==> src/rrpf_pkg.sv <==
// rrpf_pkg: shared types, register codes and the Q1.14 sine table
// for the rotated rectangle pixel fill block. No dependencies.
package rrpf_pkg;

  localparam int CFG_IDX_W = 4;

  typedef enum logic [CFG_IDX_W-1:0] {
    REG_CENTER_X     = 4'd0,
    REG_CENTER_Y     = 4'd1,
    REG_SIDE_WIDTH   = 4'd2,
    REG_SIDE_HEIGHT  = 4'd3,
    REG_SCALE_FACTOR = 4'd4,
    REG_ANGLE_DEG    = 4'd5,
    REG_BOUND_RADIUS = 4'd6,
    REG_FILL_COLOR   = 4'd7
  } cfg_reg_t;

  localparam logic [8:0] DEG_360 = 9'd360;
  localparam logic [8:0] DEG_270 = 9'd270;
  localparam logic [8:0] DEG_180 = 9'd180;
  localparam logic [8:0] DEG_90  = 9'd90;

  // round(16384*sin(k deg)), k = 0..90
  localparam logic [14:0] SIN_Q14 [0:90] = '{
    15'd0,     15'd286,   15'd572,   15'd857,   15'd1143,
    15'd1428,  15'd1713,  15'd1997,  15'd2280,  15'd2563,
    15'd2845,  15'd3126,  15'd3406,  15'd3686,  15'd3964,
    15'd4240,  15'd4516,  15'd4790,  15'd5063,  15'd5334,
    15'd5604,  15'd5872,  15'd6138,  15'd6402,  15'd6664,
    15'd6924,  15'd7182,  15'd7438,  15'd7692,  15'd7943,
    15'd8192,  15'd8438,  15'd8682,  15'd8923,  15'd9162,
    15'd9397,  15'd9630,  15'd9860,  15'd10087, 15'd10311,
    15'd10531, 15'd10749, 15'd10963, 15'd11174, 15'd11381,
    15'd11585, 15'd11786, 15'd11982, 15'd12176, 15'd12365,
    15'd12551, 15'd12733, 15'd12911, 15'd13085, 15'd13255,
    15'd13421, 15'd13583, 15'd13741, 15'd13895, 15'd14044,
    15'd14189, 15'd14330, 15'd14466, 15'd14598, 15'd14726,
    15'd14849, 15'd14968, 15'd15082, 15'd15191, 15'd15296,
    15'd15396, 15'd15492, 15'd15582, 15'd15668, 15'd15750,
    15'd15826, 15'd15898, 15'd15964, 15'd16026, 15'd16083,
    15'd16135, 15'd16182, 15'd16225, 15'd16262, 15'd16294,
    15'd16322, 15'd16344, 15'd16362, 15'd16374, 15'd16382,
    15'd16384
  };

  typedef struct packed {
    logic signed [15:0] cs;
    logic signed [15:0] sn;
  } trig_t;

  // geometry derived from the config registers, consumed by the pipeline
  typedef struct packed {
    logic [13:0]        center_x;
    logic [13:0]        center_y;
    logic [9:0]         box_sx;
    logic [10:0]        box_ex;
    logic [9:0]         box_sy;
    logic [10:0]        box_ey;
    logic signed [15:0] cs;
    logic signed [15:0] sn;
    logic [30:0]        lim_u;
    logic [30:0]        lim_v;
    logic [15:0]        color;
  } geom_t;

  // cos and negated sin of a whole-degree angle, wrapped once past 360
  function automatic trig_t trig_of(input logic [8:0] deg);
    logic [8:0]  a;
    logic [8:0]  is;
    logic [8:0]  ic;
    logic [14:0] ts;
    logic [14:0] tc;
    logic        neg_s;
    logic        neg_c;
    trig_t       t;
    a = (deg >= DEG_360) ? deg - DEG_360 : deg;
    if (a <= DEG_90) begin
      is = a;            ic = DEG_90 - a;  neg_s = 1'b0; neg_c = 1'b0;
    end else if (a <= DEG_180) begin
      is = DEG_180 - a;  ic = a - DEG_90;  neg_s = 1'b0; neg_c = 1'b1;
    end else if (a <= DEG_270) begin
      is = a - DEG_180;  ic = DEG_270 - a; neg_s = 1'b1; neg_c = 1'b1;
    end else begin
      is = DEG_360 - a;  ic = a - DEG_270; neg_s = 1'b1; neg_c = 1'b0;
    end
    ts = SIN_Q14[is[6:0]];
    tc = SIN_Q14[ic[6:0]];
    // sn is the negated sine
    t.sn = neg_s ? $signed({1'b0, ts}) : -$signed({1'b0, ts});
    t.cs = neg_c ? -$signed({1'b0, tc}) : $signed({1'b0, tc});
    return t;
  endfunction

endpackage

==> src/rrpf_cfg.sv <==
// rrpf_cfg: configuration registers and the registered geometry derived
// from them (bounding box, trig, limits). Depends on rrpf_pkg.
module rrpf_cfg import rrpf_pkg::*; #(
  parameter int SCREEN_W = 200,
  parameter int SCREEN_H = 120
) (
  input  logic                 clk,
  input  logic                 rst_n,
  input  logic                 cfg_valid,
  input  logic [CFG_IDX_W-1:0] cfg_index,
  input  logic [15:0]          cfg_data,
  output geom_t                geom
);

  logic [13:0] center_x_r;
  logic [13:0] center_y_r;
  logic [9:0]  side_width_r;
  logic [9:0]  side_height_r;
  logic [11:0] scale_factor_r;
  logic [8:0]  angle_deg_r;
  logic [13:0] bound_radius_r;
  logic [15:0] fill_color_r;
  geom_t       geom_r;
  geom_t       geom_nxt;
  trig_t       trig;
  logic [14:0] end_x;
  logic [14:0] end_y;
  logic [21:0] prod_w;
  logic [21:0] prod_h;

  always_ff @(posedge clk) begin
    if (!rst_n) begin
      center_x_r     <= 14'd0;
      center_y_r     <= 14'd0;
      side_width_r   <= 10'd16;
      side_height_r  <= 10'd16;
      scale_factor_r <= 12'd256;
      angle_deg_r    <= 9'd0;
      bound_radius_r <= 14'd0;
      fill_color_r   <= 16'd0;
    end else if (cfg_valid) begin
      case (cfg_index)
        REG_CENTER_X:     center_x_r     <= cfg_data[13:0];
        REG_CENTER_Y:     center_y_r     <= cfg_data[13:0];
        REG_SIDE_WIDTH:   side_width_r   <= cfg_data[9:0];
        REG_SIDE_HEIGHT:  side_height_r  <= cfg_data[9:0];
        REG_SCALE_FACTOR: scale_factor_r <= cfg_data[11:0];
        REG_ANGLE_DEG:    angle_deg_r    <= cfg_data[8:0];
        REG_BOUND_RADIUS: bound_radius_r <= cfg_data[13:0];
        REG_FILL_COLOR:   fill_color_r   <= cfg_data;
        default: ;
      endcase
    end
  end

  always_comb begin
    trig   = trig_of(angle_deg_r);
    end_x  = {1'b0, center_x_r} + {1'b0, bound_radius_r};
    end_y  = {1'b0, center_y_r} + {1'b0, bound_radius_r};
    prod_w = 22'(side_width_r)  * 22'(scale_factor_r);
    prod_h = 22'(side_height_r) * 22'(scale_factor_r);

    geom_nxt.center_x = center_x_r;
    geom_nxt.center_y = center_y_r;
    geom_nxt.box_sx   = (center_x_r >= bound_radius_r) ?
                        10'((center_x_r - bound_radius_r) >> 4) : 10'd0;
    geom_nxt.box_sy   = (center_y_r >= bound_radius_r) ?
                        10'((center_y_r - bound_radius_r) >> 4) : 10'd0;
    // upper box edge clamped to the screen
    geom_nxt.box_ex   = (end_x[14:4] > 11'(SCREEN_W)) ? 11'(SCREEN_W) : end_x[14:4];
    geom_nxt.box_ey   = (end_y[14:4] > 11'(SCREEN_H)) ? 11'(SCREEN_H) : end_y[14:4];
    geom_nxt.cs       = trig.cs;
    geom_nxt.sn       = trig.sn;
    geom_nxt.lim_u    = {prod_w, 9'd0};
    geom_nxt.lim_v    = {prod_h, 9'd0};
    geom_nxt.color    = fill_color_r;
  end

  always_ff @(posedge clk) begin
    geom_r <= geom_nxt;
  end

  assign geom = geom_r;

endmodule

==> src/rrpf_pipe.sv <==
// rrpf_pipe: four-stage pixel pipeline (input register, offsets and box
// test, products, rotated compare into result). Depends on rrpf_pkg.
module rrpf_pipe import rrpf_pkg::*; #(
  parameter int SCREEN_W = 200
) (
  input  logic        clk,
  input  logic        rst_n,
  input  geom_t       geom,
  input  logic        in_valid,
  output logic        in_stall,
  input  logic [9:0]  in_pixel_col,
  input  logic [9:0]  in_pixel_row,
  output logic        out_valid,
  input  logic        out_stall,
  output logic        out_write_hit,
  output logic [20:0] out_byte_address,
  output logic [15:0] out_pixel_color
);

  // stage 0: input register
  logic               s0_valid_r;
  logic [9:0]         s0_col_r;
  logic [9:0]         s0_row_r;
  // stage 1: offsets and box test
  logic               s1_valid_r;
  logic [9:0]         s1_col_r;
  logic [9:0]         s1_row_r;
  logic signed [14:0] s1_dx_r;
  logic signed [14:0] s1_dy_r;
  logic               s1_inbox_r;
  // stage 2: rotation products and linear pixel index
  logic               s2_valid_r;
  logic signed [30:0] s2_dxc_r;
  logic signed [30:0] s2_dysn_r;
  logic signed [30:0] s2_dxsn_r;
  logic signed [30:0] s2_dyc_r;
  logic [19:0]        s2_lin_r;
  logic               s2_inbox_r;
  // result register
  logic               out_valid_r;
  logic               out_write_hit_r;
  logic [20:0]        out_byte_address_r;
  logic [15:0]        out_pixel_color_r;

  logic               rdy0;
  logic               rdy1;
  logic               rdy2;
  logic               rdy3;
  logic signed [14:0] dx_nxt;
  logic signed [14:0] dy_nxt;
  logic               inbox_nxt;
  logic [20:0]        lin_nxt;
  logic signed [31:0] u;
  logic signed [31:0] v;
  logic [31:0]        abs_u;
  logic [31:0]        abs_v;
  logic               hit_nxt;

  // a stage takes new data when empty or when its contents move on
  assign rdy3     = !out_valid_r || !out_stall;
  assign rdy2     = !s2_valid_r || rdy3;
  assign rdy1     = !s1_valid_r || rdy2;
  assign rdy0     = !s0_valid_r || rdy1;
  assign in_stall = !rdy0;

  always_ff @(posedge clk) begin
    if (!rst_n) begin
      s0_valid_r  <= 1'b0;
      s1_valid_r  <= 1'b0;
      s2_valid_r  <= 1'b0;
      out_valid_r <= 1'b0;
    end else begin
      if (rdy0) s0_valid_r  <= in_valid;
      if (rdy1) s1_valid_r  <= s0_valid_r;
      if (rdy2) s2_valid_r  <= s1_valid_r;
      if (rdy3) out_valid_r <= s2_valid_r;
    end
  end

  always_comb begin
    dx_nxt    = $signed({1'b0, s0_col_r, 4'd0}) - $signed({1'b0, geom.center_x});
    dy_nxt    = $signed({1'b0, s0_row_r, 4'd0}) - $signed({1'b0, geom.center_y});
    inbox_nxt = (s0_col_r >= geom.box_sx) && ({1'b0, s0_col_r} < geom.box_ex) &&
                (s0_row_r >= geom.box_sy) && ({1'b0, s0_row_r} < geom.box_ey);
    lin_nxt   = 21'(s1_row_r) * 21'(SCREEN_W) + 21'(s1_col_r);
    u         = {s2_dxc_r[30], s2_dxc_r} - {s2_dysn_r[30], s2_dysn_r};
    v         = {s2_dxsn_r[30], s2_dxsn_r} + {s2_dyc_r[30], s2_dyc_r};
    abs_u     = u[31] ? 32'(-u) : 32'(u);
    abs_v     = v[31] ? 32'(-v) : 32'(v);
    hit_nxt   = s2_inbox_r && (abs_u <= {1'b0, geom.lim_u}) &&
                (abs_v <= {1'b0, geom.lim_v});
  end

  always_ff @(posedge clk) begin
    if (rdy0) begin
      s0_col_r <= in_pixel_col;
      s0_row_r <= in_pixel_row;
    end
    if (rdy1) begin
      s1_col_r   <= s0_col_r;
      s1_row_r   <= s0_row_r;
      s1_dx_r    <= dx_nxt;
      s1_dy_r    <= dy_nxt;
      s1_inbox_r <= inbox_nxt;
    end
    if (rdy2) begin
      s2_dxc_r   <= 31'(s1_dx_r) * 31'(geom.cs);
      s2_dysn_r  <= 31'(s1_dy_r) * 31'(geom.sn);
      s2_dxsn_r  <= 31'(s1_dx_r) * 31'(geom.sn);
      s2_dyc_r   <= 31'(s1_dy_r) * 31'(geom.cs);
      s2_lin_r   <= lin_nxt[19:0];
      s2_inbox_r <= s1_inbox_r;
    end
    if (rdy3) begin
      out_write_hit_r    <= hit_nxt;
      out_byte_address_r <= hit_nxt ? {s2_lin_r, 1'b0} : 21'd0;
      out_pixel_color_r  <= hit_nxt ? geom.color : 16'd0;
    end
  end

  assign out_valid        = out_valid_r;
  assign out_write_hit    = out_write_hit_r;
  assign out_byte_address = out_byte_address_r;
  assign out_pixel_color  = out_pixel_color_r;

endmodule

==> src/rotated_rect_pixel_fill.sv <==
// rotated_rect_pixel_fill: one pixel per transfer; one result per cycle
// through the 4-stage pipeline while out_stall is low. Config writes
// pass through the config registers, then the registered geometry.
// Synchronous active-low reset empties the pipeline and restores register
// defaults (side 16, scale 256, all else 0).
// Depends on rrpf_pkg, rrpf_cfg, rrpf_pipe.
module rotated_rect_pixel_fill import rrpf_pkg::*; #(
  parameter int SCREEN_W = 200,
  parameter int SCREEN_H = 120
) (
  input  logic                 clk,
  input  logic                 rst_n,
  input  logic                 cfg_valid,
  output logic                 cfg_ready,
  input  logic [CFG_IDX_W-1:0] cfg_index,
  input  logic [15:0]          cfg_data,
  input  logic                 in_valid,
  output logic                 in_stall,
  input  logic [9:0]           in_pixel_col,
  input  logic [9:0]           in_pixel_row,
  output logic                 out_valid,
  input  logic                 out_stall,
  output logic                 out_write_hit,
  output logic [20:0]          out_byte_address,
  output logic [15:0]          out_pixel_color
);

  geom_t geom;

  assign cfg_ready = 1'b1;

  rrpf_cfg #(
    .SCREEN_W (SCREEN_W),
    .SCREEN_H (SCREEN_H)
  ) u_cfg (
    .clk       (clk),
    .rst_n     (rst_n),
    .cfg_valid (cfg_valid),
    .cfg_index (cfg_index),
    .cfg_data  (cfg_data),
    .geom      (geom)
  );

  rrpf_pipe #(
    .SCREEN_W (SCREEN_W)
  ) u_pipe (
    .clk              (clk),
    .rst_n            (rst_n),
    .geom             (geom),
    .in_valid         (in_valid),
    .in_stall         (in_stall),
    .in_pixel_col     (in_pixel_col),
    .in_pixel_row     (in_pixel_row),
    .out_valid        (out_valid),
    .out_stall        (out_stall),
    .out_write_hit    (out_write_hit),
    .out_byte_address (out_byte_address),
    .out_pixel_color  (out_pixel_color)
  );

endmodule
==> config.mk <==
export PLATFORM = sky130hd
export DESIGN_NAME = rotated_rect_pixel_fill
export DESIGN_NICKNAME = d
export VERILOG_FILES = /design/src/rrpf_pkg.sv /design/src/rrpf_cfg.sv /design/src/rrpf_pipe.sv /design/src/rotated_rect_pixel_fill.sv
export SDC_FILE = /design/constraint.sdc
export NUM_CORES = 2
export LEC_CHECK = 0
export ABC_CLOCK_PERIOD_IN_PS = 8350
export BUFFER_PORTS_ARGS = -buffer_cell sky130_fd_sc_hd__clkbuf_2
export CAP_MARGIN = 20
export CORE_ASPECT_RATIO = 1.1
export CORE_MARGIN = 2
export CORE_UTILIZATION = 59
export CTS_BUF_LIST = sky130_fd_sc_hd__clkbuf_8
export CTS_CLUSTER_DIAMETER = 150
export DETAILED_ROUTE_END_ITERATION = 7
export HOLD_SLACK_MARGIN = 0.05
export PLACE_DENSITY = 0.75
export SYNTH_ARGS = -nofsm -noshare
export SYNTH_HDL_FRONTEND = slang
export SYNTH_SLANG_ARGS = --single-unit
==> constraint.sdc <==
create_clock -name clk -period 8.35 [get_ports clk]
set_input_delay 0.4175 -clock clk [delete_from_list [all_inputs] [get_ports clk]]
set_output_delay 0.4175 -clock clk [all_outputs]
set_load 0.03 [all_outputs]
# [Yosys cells after proc, flatten, opt, wreduce, memory -nomap -nowiden]
# Memory sizes are Yosys's and may differ from the RTL's.
# Index checks and enable logic that the tools add are counted.
[totals] reg_bits=519 romBits=3840 in_bits=45 output_inout_bits=41 wordCells=141 memories=2
[memory_table] name="(no name shown)" words=128 width=15 rd=1 rd_ports_with_merged_regs=0 write_ports=0 line="rrpf_pkg.sv:86" text="ts = SIN_Q14[is[6:0]];"
[memory_table] name="(no name shown)" words=128 width=15 rd=1 rd_ports_with_merged_regs=0 write_ports=0 line="rrpf_pkg.sv:87" text="tc = SIN_Q14[ic[6:0]];"
[classes] add_sub_neg=21 multipliers=7 n_lt_le_gt_ge=16 n_eq_ne=7 muxes=20 bitwise_logic=2 reduce_logical=24
[op_table] cell="$mul A15 B16 Y31" n=4
[op_table] cell="$mux W15" n=6
[op_table] cell="$le A32 B31 Y1" n=2
[op_table] cell="$mux W32" n=2
[op_table] cell="$neg A32 Y32" n=2
[op_table] cell="$mul A10 B12 Y22" n=2
[op_table] cell="$mux W7" n=6
[op_table] cell="$add A31 B31 Y32" n=1
[op_table] cell="$neg A15 Y16" n=2
[op_table] cell="$sub A31 B31 Y32" n=1
[op_table] cell="$add A14 B14 Y15" n=2
[op_table] cell="$sub A14 B14 Y15" n=2
[op_table] cell="$ge A14 B14 Y1" n=2
[op_table] cell="$sub A14 B14 Y14" n=2
[op_table] cell="$lt A10 B11 Y1" n=2
[op_table] cell="$ge A10 B10 Y1" n=2
[op_table] cell="$add A18 B10 Y19" n=1
[op_table] cell="$eq A4 B3 Y1 const B" n=4
[op_table] cell="$ge A8 B8 Y1 const B" n=2
[op_table] cell="$not A7 Y8" n=2
[op_table] cell="$reduce_and A2 Y1" n=8
[op_table] cell="$mul A10 B5 Y15 const B" n=1
[op_table] cell="$sub A7 B7 Y7 const A" n=2
[op_table] cell="$gt A11 B7 Y1 const B" n=1
[op_table] cell="19 further kinds" n=36

# [Depth between registers and ports, before layout]
[depth] ltp_word=12 ltp_mapped=33 depth_no_buf=32

# [Hierarchy]
# From an unflattened synthesis, not the netlist that was laid out.
[hier_totals] hier_cells=8320 hier_area_um2=76243.1
[by_module_without_submodules] module="rrpf_pipe" instances=1 cells_per_inst=5648 area_each_um2=53422.5
[by_module_without_submodules] module="rrpf_cfg" instances=1 cells_per_inst=2670 area_each_um2=22809.4
[by_module_without_submodules] module="rotated_rect_pixel_fill" instances=1 cells_per_inst=2 area_each_um2=11.3

# [Least setup slack after synthesis]
# Ideal clock, no wire load.
[synth_path] kind="register to register" start="reg u_pipe.s2_dyc_r[1]" end="reg u_pipe.out_byte_address_r[1] (netlist: u_pipe.out_byte_address[1]) (data pin)" t_arrival_ps=6601 required_ps=8219 setup_slack_ps=1618 path_stages_with_launch=31 path_buffers=1 synth_period_minus_slack_ps=6732 path_cell_list="edfxtp_1 ha_1 a21o_1 a21o_1 a21o_1 a2111oi_4 o311a_1 xnor2_1 or4b_1 or2_2 or3_1 or3_1 o21ai_0 xnor2_1 ha_1 a21o_1 a21o_1 a21o_1 a21oi_1 nor2b_1 o21ai_0 nand2b_1 a221oi_1 o21ai_0 a21o_1 a21o_1 a21oi_1 o21ai_0 nor4_2 clkbuf_1 and2_1"
[synth_via] elab_chain_cells=5
[synth_rtl] element="start, declared" line="rrpf_pipe.sv:36" text="logic signed [30:0] s2_dyc_r;"
[synth_rtl] element="start signal, assigned" line="rrpf_pipe.sv:110" text="s2_dyc_r <= 31'(s1_dy_r) * 31'(geom.cs);"
[synth_rtl] element="$add A31 B31 Y32 (*)" line="rrpf_pipe.sv:87" text="v = {s2_dxsn_r[30], s2_dxsn_r} + {s2_dyc_r[30], s2_dyc_r};"
[synth_rtl] element="$neg A32 Y32" line="rrpf_pipe.sv:89" text="abs_v = v[31] ? 32'(-v) : 32'(v);"
[synth_rtl] element="$mux W32 (*)" line="rrpf_pipe.sv:89"
[synth_rtl] element="$le A32 B31 Y1 (*)" line="rrpf_pipe.sv:91" text="(abs_v <= {1'b0, geom.lim_v});"
[synth_rtl] element="$logic_and A1 B1 Y1 (*)" line="rrpf_pipe.sv:90" text="hit_nxt = s2_inbox_r && (abs_u <= {1'b0, geom.lim_u}) &&"
[synth_rtl] element="end signal, assigned" line="rrpf_pipe.sv:116" text="out_byte_address_r <= hit_nxt ? {s2_lin_r, 1'b0} : 21'd0;"
[synth_rtl] element="end, declared" line="rrpf_pipe.sv:42" text="logic [20:0] out_byte_address_r;"
# Every way passes the cells marked *; elsewhere a longest branch is shown, timed or not.
# A chain may end at the register's enable or synchronous reset.

# [Worst setup path in the final report]
[layout_path] start="reg u_pipe.s2_dysn_r[1]" end="reg u_pipe.out_byte_address_r[11] (netlist: u_pipe.out_byte_address[11]) (data pin)"
[layout_via] elab_chain_cells=6
[layout_rtl] element="start, declared" line="rrpf_pipe.sv:34" text="logic signed [30:0] s2_dysn_r;"
[layout_rtl] element="start signal, assigned" line="rrpf_pipe.sv:108" text="s2_dysn_r <= 31'(s1_dy_r) * 31'(geom.sn);"
[layout_rtl] element="$sub A31 B31 Y32 (*)" line="rrpf_pipe.sv:86" text="u = {s2_dxc_r[30], s2_dxc_r} - {s2_dysn_r[30], s2_dysn_r};"
[layout_rtl] element="$neg A32 Y32" line="rrpf_pipe.sv:88" text="abs_u = u[31] ? 32'(-u) : 32'(u);"
[layout_rtl] element="$mux W32 (*)" line="rrpf_pipe.sv:88"
[layout_rtl] element="$le A32 B31 Y1 (*)" line="rrpf_pipe.sv:90"
[layout_rtl] element="$logic_and A1 B1 Y1 (*) (2 in series)" line="rrpf_pipe.sv:90"
# Marked as above.

==> out/results.tsv <==
metric	value	unit
run status	completed	
setup slack after placement	729	ps
via count of the first global-routing pass	58800	
endpoint kind of the worst setup timing path	flop	
clock tree from TritonCTS	done	
worst hold slack	115	ps
# clock sinks	516	
number of DRC markers after the initial detailed-route iteration	3987	
Max-Slew Margin vs Limit	23.5	%
GRT Overall Usage	31.2	%
element type at the critical path start	flop	
first drt pass iteration count	6	
Avg Cell Area, Syn	9.20	µm²
FF+latch count, synth	516	
cell at the root of the clock tree	sky130_fd_sc_hd__clkbuf_8	
max-cap check violation count	0	
die extent in y	375	µm
TritonCTS Buffers	87	
Avg WL per Cell	19.8	µm
DRC errors left	0	
most frequent standard cell in the layout excluding fill and tap cells	sky130_fd_sc_hd__inv_1	
Skew-Pair Late Insertion Delay	820	ps
global-route wire length before repair	314000	µm
shortest clock period the worst path allows after layout	7860	ps
number of standard cells after synthesis	8012	
Slew Limit Fails	0	
register clock-pin slew on the reported worst setup and hold paths	60	ps
share of Yosys cell area claimed by the top area cell type	30.0	%
area of the multi-input gates	53900	µm²
Die Area	128000	µm²
share of the clock period used by the worst path	94.1	%
path class of the lowest-slack min-delay path	primary input to flop	
largest cells by area after synthesis	sky130_fd_sc_hd__fa_1, sky130_fd_sc_hd__ha_1, sky130_fd_sc_hd__edfxtp_1	
largest net degree at the start of global routing	104	
gr ovfl total	0	
post-synthesis instance area	73700	µm²
io pins	86	
total of endpoints with negative setup slack in the final report	0	
number of antenna violations at the first check in global routing	8	
TNS Setup	0	ps
# nets final	9878	
predominant post-synthesis flop cell	sky130_fd_sc_hd__dfxtp_1	
standard-cell row count	136	
setup repair after global routing missed its margin	false	
Die Span X	341	µm
routability cong.	0.975	
Port Buffer Count	82	
startpoint-to-endpoint class of the critical path	flop to flop	
yosys warns	0	
capturing element of the worst setup path	u_pipe.out_byte_address[11]$_SDFFCE_PN0P_	
count of cell types in the netlist	123	
share of final-layout standard cells stronger than drive strength 1	5.57	%
clock tree skew after final layout	79.2	ps
largest buffer count on any clock path	3	
final count of hold timing violations	0	
final standard cell utilization of the core	62.6	%
maximum clock frequency	0.127	GHz
level count of the clock H-tree	3	
required time of the critical path	8990	ps
part of the Yosys area used for sequential elements	17.4	%
WP data arrival	8500	ps
via count	55600	
worst reg2reg setup slack	490	ps
area added between synthesis and finish	5.81	%
routed via count divided by cell count	5.72	
sequential cell area	12800	µm²
worst setup margin	494	ps
post-detailed-routing wire length	193000	µm
final-layout fill cell count	10300	
Max Fanout on Critical Path	36	
largest area contributor in the netlist	sky130_fd_sc_hd__fa_1	
effective utilization at floorplan	59.2	%
number of synthesized flops with an enable pin	251	
slew at the pin closest to its max-slew limit	1140	ps
leading cell types in the layout, fill and taps excluded	sky130_fd_sc_hd__inv_1, sky130_fd_sc_hd__fa_1, sky130_fd_sc_hd__nand2_1	
Routed Antenna Nets	0	
beginning of the worst register-to-register path	u_pipe.s2_dysn_r[1]$_DFFE_PP_	
worst reg2reg path depth	27	
detailed-placement wirelength estimate	155000	µm
critical path launch point	u_pipe.s2_dysn_r[1]$_DFFE_PP_	
placeable core region	125000	µm²
worst r2r dst	u_pipe.out_byte_address[11]$_SDFFCE_PN0P_	
async set or reset register ratio after synthesis	0	%
## registers in the layout, summed over array words and instances, names as in the netlist, 12 cells and up
register,cells
u_cfg.bound_radius_r,14
u_cfg.center_x_r,14
u_cfg.center_y_r,14
u_cfg.fill_color_r,16
u_cfg.geom,162
u_cfg.scale_factor_r,12
u_pipe.out_byte_address,19
u_pipe.out_pixel_color,16
u_pipe.s1_dx_r,15
u_pipe.s1_dy_r,15
u_pipe.s2_dxc_r,31
u_pipe.s2_dxsn_r,31
u_pipe.s2_dyc_r,31
u_pipe.s2_dysn_r,31
u_pipe.s2_lin_r,19
## layer usage
metal	part of all wire, %	global-route usage (%)	vias up
met5	0.035	0	-
met4	5.2	15.2	10
met3	6.9	4.65	492
met2	47	51.5	2033
met1	40	40.2	27700
li1	-	-	25400
## layout make-up
class | instances | area share [%]
Antenna cell | 5 | 0.0160
Clock buffer | 99 | 1.75
Clock inverter | 65 | 0.719
Inverter | 1473 | 7.10
Multi-Input combinational cell | 5665 | 69.2
Sequential cell | 516 | 16.5
Tap cell | 1656 | 2.66
Timing Repair Buffer | 241 | 2.14
## worst min-delay path by stage
stage                                            start                            endpoint  slack (ps)  cells past startpoint
global placement    u_cfg.fill_color_r[8]$_SDFFE_PN0P_               u_cfg.geom[8]$_DFF_P_         330                      0
floorplan           u_cfg.fill_color_r[0]$_SDFFE_PN0P_               u_cfg.geom[0]$_DFF_P_         330                      0
CTS                                        cfg_data[4]  u_cfg.fill_color_r[4]$_SDFFE_PN0P_          50                      3
global route                               cfg_data[9]    u_cfg.center_x_r[9]$_SDFFE_PN0P_         100                      3
detailed placement  u_cfg.fill_color_r[2]$_SDFFE_PN0P_               u_cfg.geom[2]$_DFF_P_         340                      0
finish                                     cfg_data[4]  u_cfg.fill_color_r[4]$_SDFFE_PN0P_         120                      3
## synthesized netlist by cell type (82+ instances only)
cell type,instances
sky130_fd_sc_hd__fa_1,1104
sky130_fd_sc_hd__a21o_1,83
sky130_fd_sc_hd__xnor2_1,289
sky130_fd_sc_hd__dfxtp_1,265
sky130_fd_sc_hd__ha_1,745
sky130_fd_sc_hd__nand3_1,109
sky130_fd_sc_hd__xor2_1,82
sky130_fd_sc_hd__nor2b_1,94
sky130_fd_sc_hd__o21ai_0,182
sky130_fd_sc_hd__inv_1,1465
sky130_fd_sc_hd__clkbuf_1,303
sky130_fd_sc_hd__nor2_1,290
sky130_fd_sc_hd__and2_1,523
sky130_fd_sc_hd__a21oi_1,268
sky130_fd_sc_hd__edfxtp_1,251
sky130_fd_sc_hd__nand2_1,976
## logic make-up after synthesis
group           synth area share [%]
simple gates                    15.1
fa+ha+maj                       42.7
buf+inv                         9.53
compound gates                  9.83
flops                           17.4
xor+xnor                        4.41
mux                             1.02
other cells                   0.0102
## repair_timing
action | 4_1_cts | 5_1_grt
gates resized for setup | 0 | 2
hold buffers | 28 | 0
buffers inserted | 0 | 0
endpoints found under the setup margin | 0 | 10
endpoints found under the hold margin | 38 | 0
## critical path, cell delays in order, from the launching register on
cell and delay [ps]:
sky130_fd_sc_hd__edfxtp_1 420, sky130_fd_sc_hd__inv_1 100, sky130_fd_sc_hd__ha_1 250, sky130_fd_sc_hd__nor2b_1 130
sky130_fd_sc_hd__o21ai_0 220, sky130_fd_sc_hd__a21boi_0 180, sky130_fd_sc_hd__o211ai_1 290, sky130_fd_sc_hd__o21a_1 240
sky130_fd_sc_hd__o21ai_0 100, sky130_fd_sc_hd__a21oi_1 290, sky130_fd_sc_hd__nor4bb_1 110, sky130_fd_sc_hd__a311oi_1 920
sky130_fd_sc_hd__nand4_1 350, sky130_fd_sc_hd__nor2_1 240, sky130_fd_sc_hd__nand2_1 100, sky130_fd_sc_hd__or3_1 410
sky130_fd_sc_hd__o31ai_1 260, sky130_fd_sc_hd__xnor2_1 160, sky130_fd_sc_hd__ha_1 340, sky130_fd_sc_hd__nand3_1 110
sky130_fd_sc_hd__nor4_1 410, sky130_fd_sc_hd__nand3_1 210, sky130_fd_sc_hd__a211oi_1 420, sky130_fd_sc_hd__a21oi_1 290
sky130_fd_sc_hd__buf_4 220, sky130_fd_sc_hd__nor4_4 320, sky130_fd_sc_hd__buf_4 390, sky130_fd_sc_hd__and2_1 190
## per-stage QoR
stage	cells	area, µm²
after floorplan	8020	73700
after global placement	9521	75800
after detailed placement	9522	75800
after CTS	9714	78000
after global routing	9720	78000
final	9720	78000
Power is left out: the tool's default activity adds up to more than one toggle a clock period on the data nets, which glitch-free logic cannot reach.
